### config.mk
export PLATFORM = sky130hd
export DESIGN_NAME = json_string_unescape_utf8
export DESIGN_NICKNAME = d
export VERILOG_FILES = /design/src/rtl/jsu_pkg.sv /design/src/rtl/jsu_decoder.sv /design/src/rtl/jsu_out_buf.sv /design/src/rtl/json_string_unescape_utf8.sv
export SDC_FILE = /design/constraint.sdc
export NUM_CORES = 1
export LEC_CHECK = 0
export BUFFER_PORTS_ARGS = -buffer_cell sky130_fd_sc_hd__clkbuf_2
export CAP_MARGIN = 20
export CORE_MARGIN = 8
export CORE_UTILIZATION = 35
export DETAILED_ROUTE_END_ITERATION = 7
export GPL_TIMING_DRIVEN = 0
export PLACE_DENSITY = 0.5
export RECOVER_POWER = 50
export SLEW_MARGIN = 40
export SYNTH_ARGS = -nofsm -noshare
export SYNTH_HDL_FRONTEND = slang
export SYNTH_SLANG_ARGS = --single-unit
### constraint.sdc
create_clock -name clk_i -period 13.2 [get_ports clk_i]
set_clock_uncertainty 0.2 [all_clocks]
set_input_delay 0.66 -clock clk_i [delete_from_list [all_inputs] [get_ports clk_i]]
set_output_delay 0.66 -clock clk_i [all_outputs]
set_load 0.005 [all_outputs]
### src/rtl/jsu_pkg.sv
`default_nettype none
package jsu_pkg;

  // result kinds
  localparam logic [1:0] KIND_DATA  = 2'd0;
  localparam logic [1:0] KIND_QUOTE = 2'd1;
  localparam logic [1:0] KIND_ERROR = 2'd2;

  // error codes
  localparam logic [2:0] ERR_NONE       = 3'd0;
  localparam logic [2:0] ERR_UNTERM_STR = 3'd1;
  localparam logic [2:0] ERR_CTRL_CHAR  = 3'd2;
  localparam logic [2:0] ERR_UNTERM_ESC = 3'd3;
  localparam logic [2:0] ERR_BAD_ESC    = 3'd4;
  localparam logic [2:0] ERR_BAD_HEX    = 3'd5;

  // characters
  localparam logic [7:0] CH_QUOTE = 8'h22;
  localparam logic [7:0] CH_BSLASH = 8'h5C;
  localparam logic [7:0] CH_SLASH = 8'h2F;
  localparam logic [7:0] CH_B = 8'h62;
  localparam logic [7:0] CH_F = 8'h66;
  localparam logic [7:0] CH_N = 8'h6E;
  localparam logic [7:0] CH_R = 8'h72;
  localparam logic [7:0] CH_T = 8'h74;
  localparam logic [7:0] CH_U = 8'h75;
  localparam logic [7:0] CH_SPACE = 8'h20;

  localparam logic [15:0] HI_SURR_LO = 16'hD800;
  localparam logic [15:0] HI_SURR_HI = 16'hDBFF;
  localparam logic [15:0] LO_SURR_LO = 16'hDC00;
  localparam logic [15:0] LO_SURR_HI = 16'hDFFF;
  localparam logic [20:0] CP_REPL    = 21'h00FFFD;
  localparam logic [20:0] CP_SUPP    = 21'h010000;

  localparam int unsigned MAX_RES = 4;

  typedef enum logic [6:0] {
    MODE_NORMAL     = 7'b0000001,
    MODE_ESCAPE     = 7'b0000010,
    MODE_HEX_FIRST  = 7'b0000100,
    MODE_HIGH_HELD  = 7'b0001000,
    MODE_HIGH_SLASH = 7'b0010000,
    MODE_HEX_SECOND = 7'b0100000,
    MODE_DONE       = 7'b1000000
  } mode_e;

  typedef struct packed {
    logic [7:0] data;
    logic [1:0] kind;
    logic [2:0] err;
  } res_t;

  // one request's worth of results
  typedef struct packed {
    logic                vld;
    logic [1:0]          last;
    res_t [MAX_RES-1:0]  res;
  } bun_t;

  typedef struct packed {
    logic  vld;
    res_t  res;
    mode_e mode;
  } step_t;

  typedef struct packed {
    logic [2:0]       n;
    logic [3:0][7:0]  b;
  } utf8_t;

  function automatic res_t mk_res(logic [7:0] data, logic [1:0] kind, logic [2:0] err);
    res_t r;
    r.data = data;
    r.kind = kind;
    r.err  = err;
    return r;
  endfunction

  function automatic step_t normal_byte(logic [7:0] b);
    step_t s;
    s.vld  = 1'b1;
    s.res  = mk_res(b, KIND_DATA, ERR_NONE);
    s.mode = MODE_NORMAL;
    if (b == CH_QUOTE) begin
      s.res  = mk_res(8'h00, KIND_QUOTE, ERR_NONE);
      s.mode = MODE_DONE;
    end else if (b < CH_SPACE) begin
      s.res  = mk_res(8'h00, KIND_ERROR, ERR_CTRL_CHAR);
      s.mode = MODE_DONE;
    end else if (b == CH_BSLASH) begin
      s.vld  = 1'b0;
      s.mode = MODE_ESCAPE;
    end
    return s;
  endfunction

  function automatic step_t escape_byte(logic [7:0] b);
    step_t s;
    s.vld  = 1'b1;
    s.mode = MODE_NORMAL;
    s.res  = mk_res(b, KIND_DATA, ERR_NONE);
    case (b)
      CH_QUOTE, CH_BSLASH, CH_SLASH: s.res = mk_res(b, KIND_DATA, ERR_NONE);
      CH_B: s.res = mk_res(8'h08, KIND_DATA, ERR_NONE);
      CH_F: s.res = mk_res(8'h0C, KIND_DATA, ERR_NONE);
      CH_N: s.res = mk_res(8'h0A, KIND_DATA, ERR_NONE);
      CH_R: s.res = mk_res(8'h0D, KIND_DATA, ERR_NONE);
      CH_T: s.res = mk_res(8'h09, KIND_DATA, ERR_NONE);
      CH_U: begin
        s.vld  = 1'b0;
        s.mode = MODE_HEX_FIRST;
      end
      default: begin
        s.res  = mk_res(8'h00, KIND_ERROR, ERR_BAD_ESC);
        s.mode = MODE_DONE;
      end
    endcase
    return s;
  endfunction

  // 16 flags a non-hex byte
  function automatic logic [4:0] hex_value(logic [7:0] b);
    logic [4:0] v;
    v = 5'd16;
    if (b >= 8'h30 && b <= 8'h39) v = 5'(b - 8'h30);
    else if (b >= 8'h61 && b <= 8'h66) v = 5'(b - 8'h57);
    else if (b >= 8'h41 && b <= 8'h46) v = 5'(b - 8'h37);
    return v;
  endfunction

  function automatic utf8_t utf8_enc(logic [20:0] cp);
    utf8_t u;
    u.b = '0;
    if (cp < 21'h80) begin
      u.n = 3'd1;
      u.b[0] = cp[7:0];
    end else if (cp < 21'h800) begin
      u.n = 3'd2;
      u.b[0] = {3'b110, cp[10:6]};
      u.b[1] = {2'b10, cp[5:0]};
    end else if (cp < 21'h10000) begin
      u.n = 3'd3;
      u.b[0] = {4'b1110, cp[15:12]};
      u.b[1] = {2'b10, cp[11:6]};
      u.b[2] = {2'b10, cp[5:0]};
    end else begin
      u.n = 3'd4;
      u.b[0] = {5'b11110, cp[20:18]};
      u.b[1] = {2'b10, cp[17:12]};
      u.b[2] = {2'b10, cp[11:6]};
      u.b[3] = {2'b10, cp[5:0]};
    end
    return u;
  endfunction

endpackage
`default_nettype wire

### src/rtl/jsu_decoder.sv
`default_nettype none
// Escape decoder: mode state plus the per-request result bundle.
module jsu_decoder (
  input  wire logic        clk_i,
  input  wire logic        rst_ni,
  input  wire logic        accept_i,
  input  wire logic [7:0]  in_byte_i,
  input  wire logic        end_of_text_i,
  output jsu_pkg::bun_t    bun_o
);

  jsu_pkg::mode_e  mode_q, mode_d;
  logic [1:0]      cnt_q, cnt_d;
  logic [15:0]     acc_q, acc_d;
  logic [9:0]      held_q, held_d;

  logic            cp_en;
  logic [20:0]     cp;
  logic            tail_v;
  jsu_pkg::res_t   tail;
  jsu_pkg::step_t  st;
  jsu_pkg::utf8_t  enc;
  logic [4:0]      hv;
  logic [15:0]     unit;
  logic [2:0]      ncp;
  logic [2:0]      total;

  always_comb begin
    mode_d = mode_q;
    cnt_d  = cnt_q;
    acc_d  = acc_q;
    held_d = held_q;
    cp_en  = 1'b0;
    cp     = jsu_pkg::CP_REPL;
    tail_v = 1'b0;
    tail   = '0;
    st     = '0;
    hv     = jsu_pkg::hex_value(in_byte_i);
    unit   = {acc_q[11:0], hv[3:0]};

    if (end_of_text_i) begin
      unique case (mode_q)
        jsu_pkg::MODE_NORMAL: begin
          tail_v = 1'b1;
          tail   = jsu_pkg::mk_res(8'h00, jsu_pkg::KIND_ERROR, jsu_pkg::ERR_UNTERM_STR);
          mode_d = jsu_pkg::MODE_DONE;
        end
        jsu_pkg::MODE_ESCAPE: begin
          tail_v = 1'b1;
          tail   = jsu_pkg::mk_res(8'h00, jsu_pkg::KIND_ERROR, jsu_pkg::ERR_UNTERM_ESC);
          mode_d = jsu_pkg::MODE_DONE;
        end
        jsu_pkg::MODE_HEX_FIRST, jsu_pkg::MODE_HEX_SECOND: begin
          tail_v = 1'b1;
          tail   = jsu_pkg::mk_res(8'h00, jsu_pkg::KIND_ERROR, jsu_pkg::ERR_BAD_HEX);
          mode_d = jsu_pkg::MODE_DONE;
        end
        jsu_pkg::MODE_HIGH_HELD: begin
          cp_en  = 1'b1;
          tail_v = 1'b1;
          tail   = jsu_pkg::mk_res(8'h00, jsu_pkg::KIND_ERROR, jsu_pkg::ERR_UNTERM_STR);
          mode_d = jsu_pkg::MODE_DONE;
        end
        jsu_pkg::MODE_HIGH_SLASH: begin
          cp_en  = 1'b1;
          tail_v = 1'b1;
          tail   = jsu_pkg::mk_res(8'h00, jsu_pkg::KIND_ERROR, jsu_pkg::ERR_UNTERM_ESC);
          mode_d = jsu_pkg::MODE_DONE;
        end
        default: ;
      endcase
    end else begin
      unique case (mode_q)
        jsu_pkg::MODE_NORMAL: begin
          st     = jsu_pkg::normal_byte(in_byte_i);
          tail_v = st.vld;
          tail   = st.res;
          mode_d = st.mode;
        end
        jsu_pkg::MODE_ESCAPE: begin
          st     = jsu_pkg::escape_byte(in_byte_i);
          tail_v = st.vld;
          tail   = st.res;
          mode_d = st.mode;
          if (in_byte_i == jsu_pkg::CH_U) begin
            cnt_d = '0;
            acc_d = '0;
          end
        end
        jsu_pkg::MODE_HEX_FIRST, jsu_pkg::MODE_HEX_SECOND: begin
          if (hv[4]) begin
            tail_v = 1'b1;
            tail   = jsu_pkg::mk_res(8'h00, jsu_pkg::KIND_ERROR, jsu_pkg::ERR_BAD_HEX);
            mode_d = jsu_pkg::MODE_DONE;
          end else begin
            acc_d = unit;
            if (cnt_q != 2'd3) begin
              cnt_d = cnt_q + 2'd1;
            end else begin
              cnt_d = '0;
              if (mode_q == jsu_pkg::MODE_HEX_FIRST) begin
                if (unit >= jsu_pkg::HI_SURR_LO && unit <= jsu_pkg::HI_SURR_HI) begin
                  held_d = unit[9:0];
                  mode_d = jsu_pkg::MODE_HIGH_HELD;
                end else begin
                  cp_en  = 1'b1;
                  mode_d = jsu_pkg::MODE_NORMAL;
                  if (!(unit >= jsu_pkg::LO_SURR_LO && unit <= jsu_pkg::LO_SURR_HI)) begin
                    cp = {5'd0, unit};
                  end
                end
              end else begin
                cp_en  = 1'b1;
                mode_d = jsu_pkg::MODE_NORMAL;
                if (unit >= jsu_pkg::LO_SURR_LO && unit <= jsu_pkg::LO_SURR_HI) begin
                  cp = jsu_pkg::CP_SUPP + {1'b0, held_q, unit[9:0]};
                end
              end
            end
          end
        end
        jsu_pkg::MODE_HIGH_HELD: begin
          if (in_byte_i == jsu_pkg::CH_BSLASH) begin
            mode_d = jsu_pkg::MODE_HIGH_SLASH;
          end else begin
            cp_en  = 1'b1;
            st     = jsu_pkg::normal_byte(in_byte_i);
            tail_v = st.vld;
            tail   = st.res;
            mode_d = st.mode;
          end
        end
        jsu_pkg::MODE_HIGH_SLASH: begin
          if (in_byte_i == jsu_pkg::CH_U) begin
            mode_d = jsu_pkg::MODE_HEX_SECOND;
            cnt_d  = '0;
            acc_d  = '0;
          end else begin
            cp_en  = 1'b1;
            st     = jsu_pkg::escape_byte(in_byte_i);
            tail_v = st.vld;
            tail   = st.res;
            mode_d = st.mode;
          end
        end
        default: ;
      endcase
    end
  end

  // pack code point bytes, then the trailing result
  always_comb begin
    enc   = jsu_pkg::utf8_enc(cp);
    ncp   = cp_en ? enc.n : 3'd0;
    total = ncp + {2'b00, tail_v};
    bun_o.vld  = (total != 3'd0);
    bun_o.last = 2'(total - 3'd1);
    for (int i = 0; i < jsu_pkg::MAX_RES; i++) begin
      bun_o.res[i] = '0;
      if (3'(i) < ncp) begin
        bun_o.res[i] = jsu_pkg::mk_res(enc.b[i], jsu_pkg::KIND_DATA, jsu_pkg::ERR_NONE);
      end else if (tail_v && 3'(i) == ncp) begin
        bun_o.res[i] = tail;
      end
    end
  end

  always_ff @(posedge clk_i or negedge rst_ni) begin
    if (!rst_ni) begin
      mode_q <= jsu_pkg::MODE_NORMAL;
      cnt_q  <= '0;
      acc_q  <= '0;
      held_q <= '0;
    end else if (accept_i) begin
      mode_q <= mode_d;
      cnt_q  <= cnt_d;
      acc_q  <= acc_d;
      held_q <= held_d;
    end
  end

endmodule
`default_nettype wire

### src/rtl/jsu_out_buf.sv
`default_nettype none
// Result register: holds one request's results and hands them out in order.
module jsu_out_buf (
  input  wire logic           clk_i,
  input  wire logic           rst_ni,
  input  wire logic           load_i,
  input  wire jsu_pkg::bun_t  bun_i,
  output logic                free_o,
  output logic                out_valid_o,
  input  wire logic           out_ready_i,
  output logic [7:0]          out_byte_o,
  output logic [1:0]          kind_o,
  output logic [2:0]          error_code_o,
  output logic                last_o
);

  logic                               vld_q;
  logic [1:0]                         last_q;
  logic [1:0]                         idx_q;
  jsu_pkg::res_t [jsu_pkg::MAX_RES-1:0] res_q;
  logic                               take;
  logic                               at_last;

  assign at_last      = (idx_q == last_q);
  assign take         = vld_q && out_ready_i;
  assign free_o       = !vld_q || (out_ready_i && at_last);
  assign out_valid_o  = vld_q;
  assign out_byte_o   = res_q[idx_q].data;
  assign kind_o       = res_q[idx_q].kind;
  assign error_code_o = res_q[idx_q].err;
  assign last_o       = at_last;

  always_ff @(posedge clk_i or negedge rst_ni) begin
    if (!rst_ni) begin
      vld_q  <= 1'b0;
      idx_q  <= '0;
      last_q <= '0;
    end else if (load_i && bun_i.vld) begin
      vld_q  <= 1'b1;
      idx_q  <= '0;
      last_q <= bun_i.last;
    end else if (take) begin
      if (at_last) vld_q <= 1'b0;
      else idx_q <= idx_q + 2'd1;
    end
  end

  always_ff @(posedge clk_i) begin
    if (load_i && bun_i.vld) res_q <= bun_i.res;
  end

endmodule
`default_nettype wire

### src/rtl/json_string_unescape_utf8.sv
`default_nettype none
// JSON string body unescaper. Feed the bytes that follow the opening quote,
// one per request, and raise end_of_text_i on a final request when the text
// runs out. The block turns simple escapes and \uXXXX escapes (surrogate
// pairs joined, lone or broken surrogates replaced by U+FFFD) into UTF-8
// bytes. Each result carries kind_o (0 data, 1 closing quote, 2 error),
// error_code_o and last_o, which marks the final result of one input
// request; a request may give no result at all (a backslash, a hex digit).
// After a closing quote or an error every further request is taken and
// dropped until reset. Throughput: a request is taken every cycle while the
// output is ready and each gives at most one result; one that gives more
// (up to 4, from multi-byte UTF-8) holds the output register until all have
// left, one per cycle while ready. Results appear in the cycle after accept.
module json_string_unescape_utf8 (
  input  wire logic        clk_i,
  input  wire logic        rst_ni,
  input  wire logic        in_valid_i,
  output logic             in_ready_o,
  input  wire logic [7:0]  in_byte_i,
  input  wire logic        end_of_text_i,
  output logic             out_valid_o,
  input  wire logic        out_ready_i,
  output logic [7:0]       out_byte_o,
  output logic [1:0]       kind_o,
  output logic [2:0]       error_code_o,
  output logic             last_o
);

  jsu_pkg::bun_t bun;
  logic          free;
  logic          accept;

  // New request can enter while the last result of the previous one leaves.
  assign in_ready_o = free;
  assign accept     = in_valid_i && free;

  jsu_decoder u_decoder (
    .clk_i         (clk_i),
    .rst_ni        (rst_ni),
    .accept_i      (accept),
    .in_byte_i     (in_byte_i),
    .end_of_text_i (end_of_text_i),
    .bun_o         (bun)
  );

  jsu_out_buf u_out_buf (
    .clk_i        (clk_i),
    .rst_ni       (rst_ni),
    .load_i       (accept),
    .bun_i        (bun),
    .free_o       (free),
    .out_valid_o  (out_valid_o),
    .out_ready_i  (out_ready_i),
    .out_byte_o   (out_byte_o),
    .kind_o       (kind_o),
    .error_code_o (error_code_o),
    .last_o       (last_o)
  );

endmodule
`default_nettype wire

==> impl_metrics.toml, run 1 <==
[detailed_routing]
met1_length_um = 7070
vias = 4376
routed.top_layer = "met4"
via_per_inst = 5.72
detail_route.wl_per_cell_um = 19.7
wl_met3_um = 811
firstDrtPassIters = 5
drc = 0
route.met2.wl_um = 6810
wl_um = 15100
dr.first_iter.drc_count = 338
route.antenna.remaining_nets = 0

[setup_path]
rrSetupSlack_ns = 8.14
worstSetupPathType = "in -> reg"
crit_path_end_kind = "flop"
required_ns = 13.05
setup.worst_path.start = "in_byte_i[0]"
critPathArrivalTime_ns = 5.19
startpoint_type = "primary input"
cp_max_fo = 20
r2r_cells = 17
r2r_start = "u_decoder.mode_q[1]"
cp-endpoint = "u_out_buf.res_q[33]"
rr_endpoint = "u_out_buf.res_q[33]"

[final_layout]
design.final.nets = 594
nFillCells = 1523
finalNonFillerCells = 765
n_antenna_cell = 0
layout-drive-gt1-share = 0.132
area.growth.synth_to_final_pct = 13.9

[timing]
max_freq_ghz = 0.187
finalHoldViolCount = 0
finalSetupViolCount = 0
period_needed_ns = 5.34
fin_tns_setup_ns = 0
relSlewSlack = -0.389
tightestPinTransition_ns = 2.08
fin_crit_sh = 0.405
rsz0062_at_grt = "no"
slew_viol_final = 37

[power_and_ir_drop]
p_int_uw = 563
vdd_drop_max_v = 0.0000624
combPwrFrac = 0.289
switchingPower_uw = 269
p_clk_frac = 0.298
p_leak_uw = 0.00226
powerDensity_nw_per_um2 = 138
switching_share = 0.323
seq_power_share = 0.414

[synthesis]
avgSynthCellArea_um2 = 10.2
syn_area_um2 = 5300
yosysSeqAreaShare = 0.465
synthCells = 522
synth-warning-count = 0
ys_types = 76
ys_async_sr_fraction = 0.409
synth_edf_count = 52
ys_ff_latch = 88
synth_ff_type = "edfxtp_1"

[clock_network]
htreeDepth = 3
clk_pin_slew_worst_paths_ns = 0.07
post-cts-setup-buffers = 0
clockRootBuffer = "clkbuf_16"
cts_resized = 0
numCtsBuffers = 9
clock_latency_ns = 0.35
cts_tree = "yes"
cts_sinks = 88
cts_hold_buf = 0
clock_path_buffers = 2

[run_status]
outcome = "finished with violations"
violations = "max-capacitance violations, max-slew violations"

[floorplan]
die_h_um = 139
rows = 45
initial_core_util = 0.354
floorplan.die_area_um2 = 19300
core_um2 = 15000
die_w_um = 139
ios = 29

[placed_design]
finalWeightedCongestion = 0.929
hpwl_um = 11500
io_buffer_count = 25
place_inst = 749

[global_routing]
grt-ovfl-total = 0
grt_max_degree = 37
grt_antenna_before_repair = 0
grt_pass1_wl_um = 23600
grt_use_total = 0.158
grt_pass1_vias = 4098

[hold_path]
hold_class = "reg -> reg"

[job]
maxCapViolCount = 1
[layer usage]
layer  GRT usage  vias to the layer above
met1       0.214                     2117
met3      0.0296                       29
met2       0.242                      149
met4      0.0699                        0
li1            -                     2081
met5           0                        -
[critical path, stage by stage]
cell	delay, ns
clkbuf_1	0.17
inv_1	0.17
ha_1	0.34
nand2_1	0.11
or4_1	0.40
clkbuf_1	0.20
nor2b_1	0.19
a211oi_1	0.70
and2_1	0.28
clkbuf_1	0.41
a21oi_1	0.09
ha_1	0.22
ha_1	0.27
inv_1	0.04
ha_1	0.20
a21oi_4	0.34
buf_8	0.21
buf_8	0.19
[cell usage in the layout, fill, tap and decap left out, types with 13 or more instances in the layout]
cell type,synthesis,final
mux4_2,13,13
o21ai_0,30,29
nor3_1,16,16
clkbuf_1,26,40
nand2_1,54,54
edfxtp_1,52,52
nand3_1,15,15
nor2_1,50,50
inv_1,13,13
a21oi_1,19,19
dfrtp_1,35,35
[logic make-up after synthesis]
group | count (synthesis) | synth area share
other cells | 1 | 0.000708
simple gates | 208 | 0.201
flops | 88 | 0.465
buf+inv | 48 | 0.0380
fa+ha+maj | 9 | 0.0213
compound gates | 128 | 0.166
mux | 30 | 0.0911
xor+xnor | 10 | 0.0165
[worst min-delay path by stage]
stage	slack, ns	start	end	depth (start not counted)
global placement	0.27	u_decoder.cnt_q[1]	u_decoder.cnt_q[1]	2
floorplan	0.16	rst_ni	u_decoder.acc_q[0]	0
global route	0.34	u_decoder.cnt_q[0]	u_decoder.cnt_q[0]	1
detailed placement	0.28	u_decoder.held_q[0]	u_decoder.held_q[0]	2
finish	0.29	u_decoder.held_q[0]	u_decoder.held_q[0]	2
CTS	0.11	rst_ni	u_out_buf.idx_q[0]	1
[sequential cells by signal, indices dropped and copies added (netlist names)]
name	flops
u_out_buf.out_valid_o	1
u_out_buf.res_q	52
u_decoder.acc_q	12
u_out_buf.last_q	2
u_decoder.cnt_q	2
u_out_buf.idx_q	2
u_decoder.held_q	10
u_decoder.mode_q	7
[cell type report]
class / instances / area [um2] / area share
Timing Repair Buffer: 28 / 154 / 0.0255
Tap cell: 188 / 235 / 0.0390
Clock buffer: 9 / 225 / 0.0373
Sequential cell: 88 / 2460 / 0.408
Multi-Input combinational cell: 397 / 2690 / 0.446
Buffer: 35 / 153 / 0.0253
Clock inverter: 7 / 61.3 / 0.0102
Inverter: 13 / 48.8 / 0.00809
[Yosys cell counts (8+ instances only)]
library cell   n  area, um2
nand2_1       54        203
edfxtp_1      52       1560
nor2_1        50        188
dfrtp_1       35        876
o21ai_0       30        150
clkbuf_1      26       97.6
a21oi_1       19       95.1
nor3_1        16       80.1
nand3_1       15       75.1
inv_1         13       48.8
mux4_2        13        293
mux2_2        11        124
o22ai_1       11       68.8
ha_1           9        113
nand4_1        9       56.3
nor4_1         8       50.1
o211ai_1       8       60.1
[through the flow]
stage	setup slack, ns	util	hold WS [ns]	power (uW)	cell area, um2
6_report	7.86	0.403	0.290	832	6030
2_1_floorplan	7.48	-	0.164	507	5340
5_1_grt	7.55	0.403	0.344	878	6030
3_3_place_gp	5.86	0.381	0.267	590	5700
4_1_cts	7.95	0.404	0.111	850	6050
3_5_place_dp	7.56	0.385	0.281	599	5760
[power groups by stage]
stage | combinational [uW] | clock [uW] | sequential (uW)
after floorplan | 160 | 0 | 347
after global placement | 240 | 0 | 350
after detailed placement | 249 | 0 | 350
after CTS | 250 | 256 | 344
after global routing | 267 | 264 | 347
final | 240 | 248 | 344
Power figures use the tool's default switching activity.
==> run 2: changes to the inputs <==
Settings changed: ABC_AREA set to 1, PLACE_DENSITY 0.5 to 0.51.
Clock period 13.2 ns to 4.65 ns, I/O delays scaled along.
==> run 2 against run 1 <==
Against the previous run: the flow still finishes with violations (max-capacitance violations, max-slew violations); combinational power grew 95%; design area up 16%; core utilization increased by 0.18 points; first-iteration DRC count rose by 46%; critical endpoint is now u_out_buf.res_q[34]; sequential cell count is the same; critical path type is now reg -> reg; clock power increased to 3.5 times the previous value; largest cell class unchanged; die area is 15% higher; area after synthesis increased by 17%.
==> impl_metrics.toml, run 2 <==
[clock_network]
cts_hold_buf = 1
clockRootBuffer = "clkbuf_16"
clk_pin_slew_worst_paths_ns = 0.07
clock_latency_ns = 0.35
cts_sinks = 88
post-cts-setup-buffers = 0
htreeDepth = 3
cts_tree = "yes"
numCtsBuffers = 9
clock_path_buffers = 2
cts_resized = 0

[final_layout]
area.growth.synth_to_final_pct = 12.8
final_cell_mix = "nand2_1 (177), nor2_1 (102), nand3_1 (93)"
largest_registers = "u_out_buf.res_q (52), u_decoder.acc_q (12), u_decoder.held_q (10)"
final_common_cell = "nand2_1"
design.final.nets = 911
n_antenna_cell = 0
finalNonFillerCells = 1119
largest-register = "u_out_buf.res_q"
largest_reg_flops = 52
layout-drive-gt1-share = 0.120
design_area_um2 = 7000
nFillCells = 1881

[setup_path]
crit_chain = "nor2_4, nand4_1, nand2_2, buf_6, nand3_1, nor2_2, nand2_2, nor2_8, nand2_4, buf_6, nand2_1, a21oi_1, ha_1, ha_1, inv_1, ha_1, nand3_1, nand2_2, inv_4, buf_16"
crit_path_end_kind = "flop"
setup.worst_path.start = "u_decoder.mode_q[4]"
startpoint_type = "flop"
rrSetupSlack_ns = 0.36
cp_max_fo = 46
required_ns = 4.48
critPathArrivalTime_ns = 4.12
worst-path-buf-inv = 5
max_stage_delay_ns = 0.43
r2r_start = "u_decoder.mode_q[4]"
worstSetupPathType = "reg -> reg"
slowest_stage = "dfrtp_1"
crit_family = "simple AND/OR/NAND/NOR gates"

[synthesis]
ys_ff_latch = 88
synth-warning-count = 0
synth.most_common_cell = "nand2_1"
synth_edf_count = 52
yosysSeqAreaShare = 0.397
synth_top_area_cell = "edfxtp_1"
ys_async_sr_fraction = 0.409
synthCells = 838
avgSynthCellArea_um2 = 7.41
syn_area_um2 = 6210
synth_ff_type = "edfxtp_1"
ys_types = 54
synth.area.top_cells = "edfxtp_1 (25%), dfrtp_1 (14%), nand2_1 (11%)"
synth_common_cells = "nand2_1 (177), nor2_1 (100), nand3_1 (93)"
synth_top_cell_area_share = 0.252

[timing]
holdWs_ns = 0.0000475
tightestPinTransition_ns = 2.08
rsz0062_at_grt = "no"
max_freq_ghz = 0.233
period_needed_ns = 4.29
finalSetupViolCount = 0
relSlewSlack = -0.384
finalWorstSetupSlack_ns = 0.361
finalHoldViolCount = 0
slew_viol_final = 48
fin_crit_sh = 0.922

[placed_design]
finalWeightedCongestion = 0.938
place_inst = 1102
pre_cts_ws_ns = 0.306
io_buffer_count = 27
hpwl_um = 15100
placed_area_um2 = 6700

[global_routing]
grt_antenna_before_repair = 0
grt_pass1_wl_um = 30900
grt_max_degree = 47
grt_use_total = 0.179
grt-ovfl-total = 0
grt_pass1_vias = 5649

[detailed_routing]
detail_route.wl_per_cell_um = 17.5
vias = 5917
firstDrtPassIters = 6
via_per_inst = 5.29
dr.first_iter.drc_count = 495
drc = 0
wl_um = 19600
route.antenna.remaining_nets = 0

[power_and_ir_drop]
p_leak_uw = 0.00297
vdd_drop_max_v = 0.000216
powerDensity_nw_per_um2 = 315

[job]
maxCapViolCount = 2

[floorplan]
core_um2 = 17300
die_w_um = 149
rows = 48
initial_core_util = 0.359
floorplan.die_area_um2 = 22200
die_h_um = 149
ios = 29

[hold_path]
hold_class = "in -> reg"
min-delay-start = "out_ready_i"

[run_status]
violations = "max-capacitance violations, max-slew violations"
outcome = "finished with violations"
[run 2: cell types whose count changed after synthesis, sizes merged, moves of 10 or more]
| cell | change |
|---|---|
| inv | +82 |
| o21ai | +56 |
| nand4 | +13 |
| nand2 | +149 |
| mux4 | -13 |
| nor2 | +65 |
| a21oi | -10 |
| mux2 | -13 |
| nand3 | +81 |
[run 2: report_power, final]
part	switching, uW	internal (uW)	leakage, uW
registers	18.7	838	0.000889
clock network	342	538	0.000175
logic	314	153	0.00191
total	675	1530	0.00297
[run 2: cell type report]
cell class                      count  area [um2]  share of cell area
Clock buffer                        9         225              0.0322
Sequential cell                    88        2460               0.352
Inverter                           97         368              0.0525
Buffer                             34         191              0.0273
Multi-Input combinational cell    630        3180               0.454
Clock inverter                      7         135              0.0193
Timing Repair Buffer               29         160              0.0229
Tap cell                          225         282              0.0402
[run 2: per-stage QoR]
step,util,power [uW],TNS (ns)
after floorplan,-,1150,0
after global placement,0.385,1360,-43.24
after detailed placement,0.387,1370,0
after CTS,0.409,2250,0
final,0.405,2200,0
after global routing,0.405,2310,0
[run 2: routing by layer]
layer  global-route usage  vias to the layer above  part of all wire
li1                     -                     2914                 -
met1                0.227                     2808              0.46
met2                0.303                      168              0.47
met3               0.0294                       27             0.042
met4               0.0581                        0             0.021
met5                    0                        -                 0
[run 2: logic make-up after synthesis]
group,share of synthesized area
adders and majority gates,0.0181
other,0.000604
DFF,0.397
xor gates and xnor gates,0.00423
and+or+nand+nor,0.365
AOI/OAI and AO/OA,0.124
buffers and inverters,0.0909
[run 2: worst register-to-register path, stage by stage, from the launching register on]
cell and delay (ns):
dfrtp_1 0.43, nor2_4 0.17, nand4_1 0.38, nand2_2 0.30
buf_6 0.18, nand3_1 0.17, nor2_2 0.15, nand2_2 0.09
nor2_8 0.19, nand2_4 0.09, buf_6 0.15, nand2_1 0.06
a21oi_1 0.09, ha_1 0.19, ha_1 0.27, inv_1 0.04
ha_1 0.17, nand3_1 0.09, nand2_2 0.11, inv_4 0.16
buf_16 0.24
[run 2: path summary, 6_finish.rpt]
kind	end	cells after the start
max in group asynchronous	u_out_buf.last_q[1]	2
min in group asynchronous	u_decoder.held_q[2]	2
max	u_out_buf.res_q[34]	20
max reg2reg	u_out_buf.res_q[34]	20
min reg2reg	u_decoder.cnt_q[1]	2
min	u_out_buf.out_valid_o	4
